===== config.mk =====
export PLATFORM = sky130hd
export DESIGN_NAME = pldw_div
export DESIGN_NICKNAME = d
export VERILOG_FILES = /design/src/rtl/pldw_pkg.sv /design/src/rtl/pldw_div.sv
export SDC_FILE = /design/constraint.sdc
export NUM_CORES = 2
export LEC_CHECK = 0
export ABC_AREA = 1
export BUFFER_PORTS_ARGS = -buffer_cell sky130_fd_sc_hd__buf_4
export CORE_MARGIN = 2
export CORE_UTILIZATION = 45
export CTS_BUF_LIST = sky130_fd_sc_hd__clkbuf_8
export DETAILED_ROUTE_END_ITERATION = 8
export GPL_TIMING_DRIVEN = 0
export PLACE_DENSITY = 0.69
export SETUP_SLACK_MARGIN = 0.02
export SKIP_CTS_REPAIR_TIMING = 1
export SYNTH_ARGS = -nofsm -noshare
export SYNTH_HDL_FRONTEND = slang
export SYNTH_SLANG_ARGS = --single-unit
export TNS_END_PERCENT = 5

===== constraint.sdc =====
create_clock -name clk -period 3.4 [get_ports clk]
set_input_delay 0.17 -clock clk [delete_from_list [all_inputs] [get_ports clk]]
set_output_delay 0.17 -clock clk [all_outputs]
set_load 0.05 [all_outputs]

===== src/rtl/pldw_pkg.sv =====
package pldw_pkg;

  localparam int unsigned CFG_INDEX_W = 3;
  localparam int unsigned CFG_DATA_W  = 12;
  localparam int unsigned DEPTH_W     = 8;
  localparam int unsigned RADIUS_W    = 12;
  localparam int unsigned NUM_W       = 32;
  localparam int unsigned FACTOR_W    = 8;
  localparam int unsigned CHAN_W      = 8;
  localparam int unsigned RGB_W       = 3 * CHAN_W;
  localparam int unsigned COLOR_W     = 32;

  typedef enum logic [CFG_INDEX_W-1:0] {
    REG_LIGHT_X      = 3'd0,
    REG_LIGHT_Y      = 3'd1,
    REG_LIGHT_Z      = 3'd2,
    REG_DEPTH_SPAN   = 3'd3,
    REG_LIGHT_RADIUS = 3'd4,
    REG_DEPTH_MAX    = 3'd5
  } cfg_reg_t;

  localparam logic [CFG_DATA_W-1:0] LIGHT_X_RST      = 12'd0;
  localparam logic [CFG_DATA_W-1:0] LIGHT_Y_RST      = 12'd0;
  localparam logic [DEPTH_W-1:0]    LIGHT_Z_RST      = 8'd17;
  localparam logic [DEPTH_W-1:0]    DEPTH_SPAN_RST   = 8'd16;
  localparam logic [RADIUS_W-1:0]   LIGHT_RADIUS_RST = 12'd255;
  localparam logic [DEPTH_W-1:0]    DEPTH_MAX_RST    = 8'd0;

  // Pipeline control handed to each sub-pipeline.
  typedef struct packed {
    logic advance;
    logic valid;
  } pipe_ctrl_t;

endpackage


===== src/rtl/pldw_div.sv =====
module pldw_div #(
  parameter int unsigned SIDE_W = 25
) (
  input  logic                                  clk,
  input  logic                                  rst,
  input  pldw_pkg::pipe_ctrl_t                  ctrl,
  input  logic [pldw_pkg::NUM_W-1:0]            num,
  input  logic [pldw_pkg::RADIUS_W-1:0]         den,
  input  logic [SIDE_W-1:0]                     side_in,
  output logic                                  valid_out,
  output logic [pldw_pkg::FACTOR_W-1:0]         quot_out,
  output logic [SIDE_W-1:0]                     side_out
);

  localparam int unsigned NW = pldw_pkg::NUM_W;
  localparam int unsigned DW = pldw_pkg::RADIUS_W;
  localparam int unsigned QW = pldw_pkg::FACTOR_W;

  // Restoring division, one quotient bit per stage. Only the low quotient
  // bits are kept. A zero divisor makes every bit one.
  logic [NW-1:0]     n     [0:NW];
  logic [DW-1:0]     rem   [0:NW];
  logic [QW-1:0]     q     [0:NW];
  logic [SIDE_W-1:0] side  [0:NW];
  logic              valid [0:NW];

  assign n[0]     = num;
  assign rem[0]   = '0;
  assign q[0]     = '0;
  assign side[0]  = side_in;
  assign valid[0] = ctrl.valid;

  for (genvar k = 0; k < NW; k++) begin : g_stage
    logic [DW:0] sh;
    logic [DW:0] diff;
    logic        ge;

    assign sh   = {rem[k], n[k][NW-1]};
    assign diff = sh - {1'b0, den};
    assign ge   = sh >= {1'b0, den};

    always_ff @(posedge clk) begin
      if (rst) begin
        valid[k+1] <= 1'b0;
      end else if (ctrl.advance) begin
        valid[k+1] <= valid[k];
      end
    end

    always_ff @(posedge clk) begin
      if (ctrl.advance) begin
        n[k+1]    <= {n[k][NW-2:0], 1'b0};
        rem[k+1]  <= ge ? diff[DW-1:0] : sh[DW-1:0];
        q[k+1]    <= {q[k][QW-2:0], ge};
        side[k+1] <= side[k];
      end
    end
  end

  assign valid_out = valid[NW];
  assign quot_out  = q[NW];
  assign side_out  = side[NW];

endmodule


==> flow_summary.json <==
{
  "worst_slew_pin_slew_ns": 1.08,
  "drive_above_1_share_pct": 14.6,
  "power_leakage_nw": 39.6,
  "die_h_um": 431,
  "start_util_pct": 45.4,
  "hold_slack_ns": 0.0141,
  "area_growth_syn_to_layout_pct": 13.4,
  "syn-cell-area_um2": 82200,
  "period_needed_ns": 3.11,
  "m1WireLength_mm": 72.7,
  "postSynthAreaPerCell_um2": 11.5,
  "yosysSeqAreaShare_pct": 63.0,
  "die-area_um2": 186000,
  "firstDrtPassIters": 6,
  "final_cell_mix": "nand2_1, edfxtp_1, inv_1",
  "htreeDepth": 5,
  "syn_nets": 7610,
  "crit_required_ns": 4.04,
  "ant_nets": 0,
  "criticalPathCategory": "primary input to flip-flop",
  "critPathCaptureType": "flip-flop",
  "rows": 156,
  "finalMaxSlewViolations": 0,
  "power_density_nw_per_um2": 805,
  "path_clk_slew_ns": 0.06,
  "max_freq_mhz": 321,
  "grt_pass1_wl_mm": 249,
  "drc": 0,
  "drt_iter0_markers": 3391,
  "status": "complete, no violations",
  "synth_edf_count": 1704,
  "async_flop_share_pct": 0,
  "cts_buffers": 305,
  "rsz0062_at_grt": "no",
  "core_area_um2": 181000,
  "ys.flop_type": "edfxtp_1",
  "netlist_instances": 7133,
  "drv_cap": 0,
  "grt.overflow.total": 0,
  "die_width_um": 431,
  "final_common_cell": "nand2_1",
  "yosys_warnings": 0,
  "min_path_type": "primary input to flip-flop",
  "fin_skew_ns": 0.0962,
  "cp_data_arrival_time_ns": 3.75,
  "cts.sinks": 1736,
  "place.port_buffers": 106,
  "vias": 50500,
  "met3WireLength_mm": 8.48,
  "clk_latency_ns": 1.07,
  "routed_wl_mm": 156,
  "synth_cell_types": 36,
  "place.gp.congestion": 0.862,
  "max-clock-path-buffers": 4,
  "antenna_found_initial": 3,
  "final.setup.tns_ns": 0,
  "synth_seq_cells": 1736,
  "setup_viol": 0,
  "ios": 107,
  "wl_met2_mm": 71.0,
  "dpl.hpwl_mm": 99.9,
  "fin_crit_sh_pct": 91.5,
  "nFillCells": 15600,
  "slew_headroom_pct": 27.2,
  "r2r_slack_ns": 1.12,
  "vdd_ir_drop_max_mv": 0.530,
  "grt_usage_pct": 16.7,
  "hold_violations": 0,
  "num-nets-final": 8166,
  "drt-vias-per-instance": 4.92,
  "grt_pass1_vias": 48600,
  "cts_tree": "yes",
  "top_layer_used": "met4",
  "start_kind": "primary input",
  "wire_per_inst_um": 15.2,
  "cts-root-buf": "clkbuf_8",
  "grt_max_degree": 205,
  "cp_max_fo": 203
}
## per-layer routing
layer / track usage (%) / vias to the layer above
met5: 0 / -
met4: 5.89 / 0
met3: 3.48 / 315
met2: 26.1 / 1132
met1: 23.0 / 23600
li1: - / 25500
## logic make-up (layout without fill, tap and decap cells)
family / count (synthesis) / after routing / share of synthesized area, %
flip-flops: 1736 / 1736 / 63.0
other: 0 / 5 / 0
AND/OR/NAND/NOR: 3354 / 3354 / 19.8
buffers and inverters: 1096 / 1851 / 5.78
XOR/XNOR: 160 / 160 / 1.71
adder cells (fa/ha/maj): 404 / 404 / 6.42
AO/OA/AOI/OAI: 383 / 383 / 3.28
## critical path, cell delays in order
cell and delay [ns]:
dlygate4sd3_1 0.61, buf_16 0.40, buf_16 0.67, buf_16 0.67, buf_16 0.57
## report_power, final
| group | internal [mW] | total, mW | switching, mW |
|---|---|---|---|
| registers | 28.2 | 30.0 | 1.81 |
| clock network | 9.43 | 17.4 | 8.02 |
| logic | 10.1 | 27.6 | 17.5 |
| total | 47.7 | 75.0 | 27.3 |
## path summary, 6_finish.rpt
| kind | from | end | cells after the start |
|---|---|---|---|
| min | den[3] | g_stage[9].sh[4] | 6 |
| max | ctrl[1] | side[41] | 5 |
| max reg2reg | g_stage[24].sh[8] | g_stage[25].sh[1] | 8 |
| min reg2reg | side[762] | side[737] | 0 |
## cell type report
cell class,instances,area [µm²],area share [%]
Clock inverter,192,1130,1.22
Clock buffer,314,4320,4.64
Tap cell,2370,2970,3.18
Inverter,999,3780,4.05
Timing Repair Buffer,249,2530,2.71
Buffer,97,1000,1.07
Sequential cell,1736,51800,55.6
Multi-Input combinational cell,4301,25600,27.5
Antenna cell,5,12.5,0.0134
## metrics by stage
stage | total power [mW] | instances | util (%) | instance area [µm²] | worst slack, ns
4_1_cts | 75.7 | 10100 | 50.7 | 91900 | 1.13
5_1_grt | 80.7 | 10300 | 51.4 | 93200 | 0.169
3_5_place_dp | 57.7 | 9625 | 47.7 | 86400 | -0.0363
6_report | 75.0 | 10300 | 51.4 | 93200 | 0.289
2_1_floorplan | 51.0 | 7133 | - | 82200 | 0.191
3_3_place_gp | 57.7 | 9609 | 47.5 | 85900 | -13.21
## flip-flops by register name (all words and copies together), names as in the netlist
register / flops
side_out: 25
side: 775
valid_out: 1
valid: 31
g_stage.sh: 403
n: 465
quot_out: 8
q: 28
## cells in the mapped netlist (6+ instances only)
cell type / number / area (µm²)
nand3_1: 317 / 1590
nor3_1: 33 / 165
inv_2: 25 / 93.8
nor2_1: 307 / 1150
o21ai_2: 119 / 1040
nand2_1: 1969 / 7390
a21oi_1: 147 / 736
buf_6: 8 / 90.1
nand3b_1: 57 / 428
dfxtp_1: 32 / 641
buf_4: 35 / 263
buf_2: 18 / 90.1
o21ai_0: 74 / 370
ha_1: 374 / 4680
nor2_4: 44 / 495
buf_12: 26 / 521
xor2_1: 154 / 1350
clkbuf_1: 10 / 37.5
nand2_2: 95 / 594
nand4_1: 276 / 1730
edfxtp_1: 1704 / 51200
nor3_2: 28 / 280
nand3_4: 26 / 455
inv_1: 974 / 3660
a21oi_4: 29 / 472
nand2_4: 20 / 225
xnor2_1: 6 / 52.6
nor2_2: 18 / 113
o21ai_1: 11 / 55.1
fa_1: 30 / 601
nand3_2: 162 / 1620
No activity file was read; power rests on OpenSTA's default activity.
