### src/rtl/pldw_pkg.sv
package pldw_pkg;

  localparam int unsigned CFG_INDEX_W = 3;
  localparam int unsigned CFG_DATA_W  = 12;
  localparam int unsigned DEPTH_W     = 8;
  localparam int unsigned RADIUS_W    = 12;
  localparam int unsigned NUM_W       = 32;
  localparam int unsigned FACTOR_W    = 8;
  localparam int unsigned CHAN_W      = 8;
  localparam int unsigned RGB_W       = 3 * CHAN_W;
  localparam int unsigned COLOR_W     = 32;

  typedef enum logic [CFG_INDEX_W-1:0] {
    REG_LIGHT_X      = 3'd0,
    REG_LIGHT_Y      = 3'd1,
    REG_LIGHT_Z      = 3'd2,
    REG_DEPTH_SPAN   = 3'd3,
    REG_LIGHT_RADIUS = 3'd4,
    REG_DEPTH_MAX    = 3'd5
  } cfg_reg_t;

  localparam logic [CFG_DATA_W-1:0] LIGHT_X_RST      = 12'd0;
  localparam logic [CFG_DATA_W-1:0] LIGHT_Y_RST      = 12'd0;
  localparam logic [DEPTH_W-1:0]    LIGHT_Z_RST      = 8'd17;
  localparam logic [DEPTH_W-1:0]    DEPTH_SPAN_RST   = 8'd16;
  localparam logic [RADIUS_W-1:0]   LIGHT_RADIUS_RST = 12'd255;
  localparam logic [DEPTH_W-1:0]    DEPTH_MAX_RST    = 8'd0;

  // Pipeline control handed to each sub-pipeline.
  typedef struct packed {
    logic advance;
    logic valid;
  } pipe_ctrl_t;

endpackage

### src/rtl/pldw_sqrt.sv
module pldw_sqrt #(
  parameter int unsigned IN_W   = 25,
  parameter int unsigned SIDE_W = 25
) (
  input  logic                         clk,
  input  logic                         rst,
  input  pldw_pkg::pipe_ctrl_t         ctrl,
  input  logic [IN_W-1:0]              value,
  input  logic [SIDE_W-1:0]            side_in,
  output logic                         valid_out,
  output logic [(IN_W+1)/2-1:0]        root_out,
  output logic [SIDE_W-1:0]            side_out
);

  localparam int unsigned RW    = (IN_W + 1) / 2;
  localparam int unsigned PAD_W = 2 * RW;
  localparam int unsigned REM_W = RW + 3;

  // One result bit per stage: stage k settles root bit RW-1-k.
  logic [PAD_W-1:0]  v     [0:RW];
  logic [RW-1:0]     root  [0:RW];
  logic [REM_W-1:0]  rem   [0:RW];
  logic [SIDE_W-1:0] side  [0:RW];
  logic              valid [0:RW];

  assign v[0]     = PAD_W'(value);
  assign root[0]  = '0;
  assign rem[0]   = '0;
  assign side[0]  = side_in;
  assign valid[0] = ctrl.valid;

  for (genvar k = 0; k < RW; k++) begin : g_stage
    logic [REM_W-1:0] rem_sh;
    logic [REM_W-1:0] trial;
    logic             fits;

    assign rem_sh = {rem[k][REM_W-3:0], v[k][PAD_W-1 -: 2]};
    assign trial  = REM_W'({root[k], 2'b01});
    assign fits   = rem_sh >= trial;

    always_ff @(posedge clk) begin
      if (rst) begin
        valid[k+1] <= 1'b0;
      end else if (ctrl.advance) begin
        valid[k+1] <= valid[k];
      end
    end

    always_ff @(posedge clk) begin
      if (ctrl.advance) begin
        v[k+1]    <= {v[k][PAD_W-3:0], 2'b00};
        root[k+1] <= {root[k][RW-2:0], fits};
        rem[k+1]  <= fits ? rem_sh - trial : rem_sh;
        side[k+1] <= side[k];
      end
    end
  end

  assign valid_out = valid[RW];
  assign root_out  = root[RW];
  assign side_out  = side[RW];

endmodule

### config.mk
export PLATFORM = sky130hd
export DESIGN_NAME = pldw_sqrt
export DESIGN_NICKNAME = d
export VERILOG_FILES = /design/src/rtl/pldw_pkg.sv /design/src/rtl/pldw_sqrt.sv
export SDC_FILE = /design/constraint.sdc
export NUM_CORES = 1
export LEC_CHECK = 0
export BUFFER_PORTS_ARGS = -buffer_cell sky130_fd_sc_hd__buf_2
export CORE_MARGIN = 1
export CORE_UTILIZATION = 56
export DETAILED_ROUTE_END_ITERATION = 8
export PLACE_DENSITY = 0.76
export RECOVER_POWER = 50
export SLEW_MARGIN = 10
export SYNTH_ARGS = -nofsm -noshare
export SYNTH_HDL_FRONTEND = slang
export SYNTH_SLANG_ARGS = --single-unit
### constraint.sdc
create_clock -name clk -period 2.29 [get_ports clk]
set_clock_uncertainty 0.1 [all_clocks]
set_input_delay 0.458 -clock clk [delete_from_list [all_inputs] [get_ports clk]]
set_output_delay 0.458 -clock clk [all_outputs]
set_load 0.02 [all_outputs]
==> qor.yml, run 1 <==
status: "finished, violations left"
violations: "setup timing"
min_from: "rst"
wl_um: 52900
worst_pin_slew_ns: 1.11
fp-row-count: 82
start_util_pct: 57.0
ff2ff_path_depth: 10
synth_top_cell_by_area: "edfxtp_1"
finalPower_mw: 33.3
grt_max_degree: 91
finalSetupViolations: 50
crit_required_ns: 2.56
start_kind: "flop"
grt_pass1_wl_um: 80300
worstPathArrival_ns: 2.76
routabilityCongestion: 0.906
crit_fanout: 10
drive_above_1_share_pct: 32.0
route.detailed.drc: 0
cts_buffer_depth: 3
cts_buffers: 73
finalCritPeriodShare_pct: 109
ys_warn_count: 0
clock-sinks: 736
drv_slew: 0
drt-wirelength-per-cell_um: 18.0
cts-root-buf: "clkbuf_16"
async_reset_ff_share_pct: 0
synth_area_leaders: "edfxtp_1, ha_1, xnor2_1"
irDropWorstVdd_mv: 0.879
hp-class: "input pin to flop"
coreArea_mm2: 0.0505
viasPerCell: 5.35
hold_path_end: "valid[8]"
syn_to_final_growth_pct: 26.9
cts_tree: "yes"
ys_seq_elements: 736
nets: 2362
synth_top_area_share_pct: 75.4
ys.flop_type: "edfxtp_1"
final_hold_viol_count: 0
die_x_um: 229
fin_crit_ns: 2.49
rrSetupSlack_ns: -0.20
p_leak_nw: 13.9
drt_iter0_drc: 946
drv_cap: 0
drt_pass1_iterations: 5
endpoint_kind: "flop"
dieArea_mm2: 0.0523
pwr_density_cell_mw_per_mm2: 911
timing.rr.end: "g_stage[9].rem_sh[4]"
grt_antenna_before_repair: 0
synth_edf_count: 723
diodes: 0
fillers: 2975
hpwl_um: 30000
clk_pin_slew_ns: 0.06
hold_depth: 2
place_area_mm2: 0.0319
clk-insertion-delay-late_ns: 0.63
final_antenna_net_count: 0
via_count: 15700
portBuffers: 92
clock.fmax_mhz: 401
synthesis.nets: 1883
syn_area_mm2: 0.0288
path_class: "flop to flop"
track_usage_pct: 19.5
synth_cell_type_count: 80
die_h_um: 229
reg2reg_from: "g_stage[8].trial[2]"
fin_area_mm2: 0.0365
rsz0062_at_grt: "true"
postSynthCellCount: 1726
htreeDepth: 3
grt_pass1_vias: 16000
synth-seq-area-share_pct: 76.3
grt-ovfl-total: 0
final_core_utilization_pct: 72.3
relSlewSlack_pct: 25.7
finalWorstSetupSlack_ns: -0.201
synth_area_per_cell_um2: 16.7
io_pins: 93
-- timing repair --
item,4_1_cts,5_1_grt
endpoints found under the setup margin,107,124
gates resized for setup,105,136
hold buffers,51,0
gates cloned,1,0
buffers inserted,38,44
endpoints found under the hold margin,51,0
pin swaps,29,55
-- cells in the final DEF, fill, tap and decap left out, types with 13 or more instances in the layout --
cell type and count:
ha_4 29, clkbuf_1 20, xnor2_1 61, clkbuf_16 74, a21o_1 13, dfxtp_1 13, buf_2 89, nor2_1 89
o21a_1 23, a21oi_2 18, inv_1 116, buf_12 13, mux2i_1 24, mux2_2 28, buf_4 255, nand2_1 56
buf_6 24, mux2_4 14, o21ai_0 26, edfxtp_1 723, nand3_1 19, a21oi_1 39, ha_1 67, dlygate4sd3_1 51
xor2_1 36, nor3_1 26
-- metrics by stage --
stage	std cells	setup WS (ns)	TNS [ns]	hold WS, ns
floorplan	1726	-0.0677	-0.661	0.300
global placement	2673	-0.216	-6.00	0.300
detailed placement	2673	-0.234	-10.09	0.305
CTS	2889	-0.120	-2.40	0.0375
global route	2930	-0.268	-9.71	0.0641
finish	2930	-0.201	-4.77	0.0638
-- worst max-delay path by stage --
stage	startpoint	to	slack, ns
4_1_cts	g_stage[8].rem_sh[2]	g_stage[9].rem_sh[13]	-0.12
6_report	g_stage[8].trial[2]	g_stage[9].rem_sh[4]	-0.20
5_1_grt	g_stage[8].trial[2]	g_stage[9].rem_sh[4]	-0.27
3_5_place_dp	g_stage[8].rem_sh[3]	g_stage[9].rem_sh[15]	-0.23
3_3_place_gp	g_stage[8].rem_sh[4]	g_stage[9].rem_sh[15]	-0.22
2_1_floorplan	g_stage[10].trial[9]	g_stage[11].rem_sh[10]	-0.07
-- state kept, by name, indices dropped and copies added (netlist names) --
signal,flops
root_out,13
g_stage.trial,78
v,132
valid,12
side,300
side_out,25
valid_out,1
g_stage.rem_sh,175
-- area by class of cell --
| cell class | count | area [um2] | share of cell area (%) |
|---|---|---|---|
| repair buffers | 445 | 3490 | 9.56 |
| clock inverters | 40 | 517 | 1.42 |
| multi-input cells | 821 | 7310 | 20.0 |
| well taps | 672 | 841 | 2.30 |
| clock buffers | 88 | 1900 | 5.22 |
| inverters | 128 | 482 | 1.32 |
| flip-flops and latches | 736 | 22000 | 60.2 |
-- power by group --
part           switching (mW)  internal (mW)
registers               0.548           16.1
clock network            5.10           7.03
logic                    2.18           2.26
-- Yosys cell counts (11+ instances only) --
library cell,number
mux2_2,42
nor2b_1,14
ha_1,103
inv_1,127
xnor2_1,63
a21oi_1,59
nand3_1,23
mux2i_1,24
a211oi_1,11
nor2_1,99
buf_4,30
nor3_1,40
nand2_1,58
o21a_1,25
nor4_1,14
a21o_1,14
nand4_1,12
or3_1,16
o21ai_0,44
dfxtp_1,13
xor2_1,36
edfxtp_1,723
-- critical path, stage by stage, from the launching register on --
cell and delay (ns):
edfxtp_1 0.40, inv_1 0.11, ha_4 0.21, buf_6 0.11, and2b_1 0.16, o211ai_1 0.20
a21oi_2 0.12, o41ai_4 0.27, nand2_1 0.12, buf_6 0.16, mux2_2 0.27
-- cells by family (layout without fill, tap and decap cells) --
group	Yosys count	count (layout)	synth area share, %
XOR/XNOR	99	99	3.01
adder cells (fa/ha/maj)	103	103	4.48
AO/OA/AOI/OAI	218	218	5.05
multiplexers	66	66	2.48
other	1	1	0.0130
flip-flops	736	736	76.3
buffers and inverters	170	701	2.66
AND/OR/NAND/NOR	333	334	5.97
-- metal layers --
metal  track usage, %  up-vias  wire length [um]
li1                 -     7472                 -
met1             21.3     7753             20200
met2             36.8      332             29100
met3             3.17      114              1780
met4             9.19        0              1800
met5                0        -                 0
Note: power is estimated with default switching activity, not from simulation.
==> inputs of run 2 (changes only) <==
Settings changed: SKIP_CTS_REPAIR_TIMING set to 1.
==> qor.yml, run 2 (synthesis gave the netlist of run 1 again) <==
path_common_cell: "buf_6"
routabilityCongestion: 0.906
rrSetupSlack_ns: -0.36
io_pins: 93
largest_reg_flops: 300
grt-ovfl-total: 0
clk-insertion-delay-late_ns: 0.63
diodes: 0
crit_fanout: 5
worstPathArrival_ns: 2.92
clk_pin_slew_ns: 0.06
drv_slew: 0
dieArea_mm2: 0.0523
drt_iter0_drc: 866
pwr_density_cell_mw_per_mm2: 911
start_kind: "flop"
endpoint_kind: "flop"
cts-root-buf: "clkbuf_16"
cp_top_family: "compound AO/OA/AOI/OAI gates"
wl_um: 52300
ff2ff_path_depth: 10
crit_required_ns: 2.56
coreArea_mm2: 0.0505
via_count: 15600
grt_max_degree: 91
hpwl_um: 30000
final_common_cell: "edfxtp_1"
max_stage_delay_ns: 0.43
status: "finished, violations left"
viasPerCell: 5.38
grt_pass1_vias: 15200
portBuffers: 92
cp.buffers_inverters: 3
cpMaxStageDelayCell: "o41ai_4"
cp_cell_sequence: "inv_2 > ha_4 > buf_6 > and2b_1 > o211ai_1 > a21oi_2 > o41ai_4 > nand2_2 > buf_6 > mux2_4"
worst_pin_slew_ns: 1.11
grt_pass1_wl_um: 74600
start_util_pct: 57.0
nets: 2341
syn_to_final_growth_pct: 26.4
min_from: "ctrl[0]"
route.detailed.drc: 0
top_register: "side"
track_usage_pct: 18.0
htreeDepth: 3
drive_above_1_share_pct: 31.6
timing.rr.end: "g_stage[9].rem_sh[4]"
p_leak_nw: 13.8
relSlewSlack_pct: 25.9
drt_pass1_iterations: 5
multi_input_area_mm2: 0.00735
path_class: "flop to flop"
fp-row-count: 82
violations: "setup timing"
drt-wirelength-per-cell_um: 18.0
rsz0062_at_grt: "true"
clock.fmax_mhz: 377
fin_crit_ns: 2.65
regArea_mm2: 0.0220
clock-sinks: 736
final_antenna_net_count: 0
layout_common_cells: "edfxtp_1, buf_4, inv_1"
hold-worst-slack_ns: 0.0108
die_x_um: 229
cts_buffers: 73
hp-class: "input pin to flop"
drv_cap: 0
hold_path_end: "valid[12]"
finalWorstSetupSlack_ns: -0.359
cts_tree: "yes"
reg2reg_from: "g_stage[8].trial[2]"
fillers: 2980
finalSetupViolations: 53
grt_antenna_before_repair: 0
die_h_um: 229
hold_depth: 3
cts_buffer_depth: 3
final_hold_viol_count: 0
irDropWorstVdd_mv: 0.882
fin_setup_tns_ns: -6.64
finalCritPeriodShare_pct: 116
run 2: final cells by class:
cell class	count	share of cell area, %
Sequential cell	736	60.4
Timing Repair Buffer	424	9.10
Clock buffer	88	5.23
Clock inverter	40	1.42
Multi-Input combinational cell	821	20.2
Inverter	128	1.34
Tap cell	672	2.31
run 2: stage by stage:
step	instances	power, mW	util [%]	area, um2	setup WS (ns)
after CTS	2801	32.6	68.0	34300	-0.251
after detailed placement	2673	20.5	63.2	31900	-0.234
after global placement	2673	20.3	63.2	31900	-0.216
after global routing	2909	34.4	72.1	36400	-0.435
final	2909	33.1	72.1	36400	-0.359
after floorplan	1726	19.0	-	29000	-0.0677
run 2: worst max path at each step:
stage	startpoint	slack, ns	to	depth (start not counted)
2_1_floorplan	g_stage[10].trial[9]	-0.07	g_stage[11].rem_sh[10]	9
3_3_place_gp	g_stage[8].rem_sh[4]	-0.22	g_stage[9].rem_sh[15]	8
3_5_place_dp	g_stage[8].rem_sh[3]	-0.23	g_stage[9].rem_sh[15]	8
4_1_cts	g_stage[8].rem_sh[2]	-0.25	g_stage[9].rem_sh[10]	9
5_1_grt	g_stage[8].trial[2]	-0.44	g_stage[9].rem_sh[4]	10
6_report	g_stage[8].trial[2]	-0.36	g_stage[9].rem_sh[4]	10
run 2: layer usage:
metal / wire length, um / global-route usage (%) / share of wire [%] / vias up
met2: 28700 / 33.1 / 55 / 404
li1: - / - / - / 7421
met3: 1960 / 3.04 / 3.7 / 127
met4: 1830 / 8.60 / 3.5 / 0
met1: 19900 / 20.2 / 38 / 7696
met5: 0 / 0 / 0 / -
run 2: worst register-to-register path: stages, from the launching register on:
cell      delay [ns]
edfxtp_1        0.40
inv_2           0.09
ha_4            0.20
buf_6           0.11
and2b_1         0.16
o211ai_1        0.21
a21oi_2         0.12
o41ai_4         0.43
nand2_2         0.13
buf_6           0.16
mux2_4          0.29
run 2: report_power, final:
part / total [mW] / switching, mW / internal, mW / leakage (nW)
registers: 16.7 / 0.541 / 16.1 / 7.10
logic: 4.34 / 2.14 / 2.20 / 5.54
clock network: 12.1 / 5.08 / 7.03 / 1.17
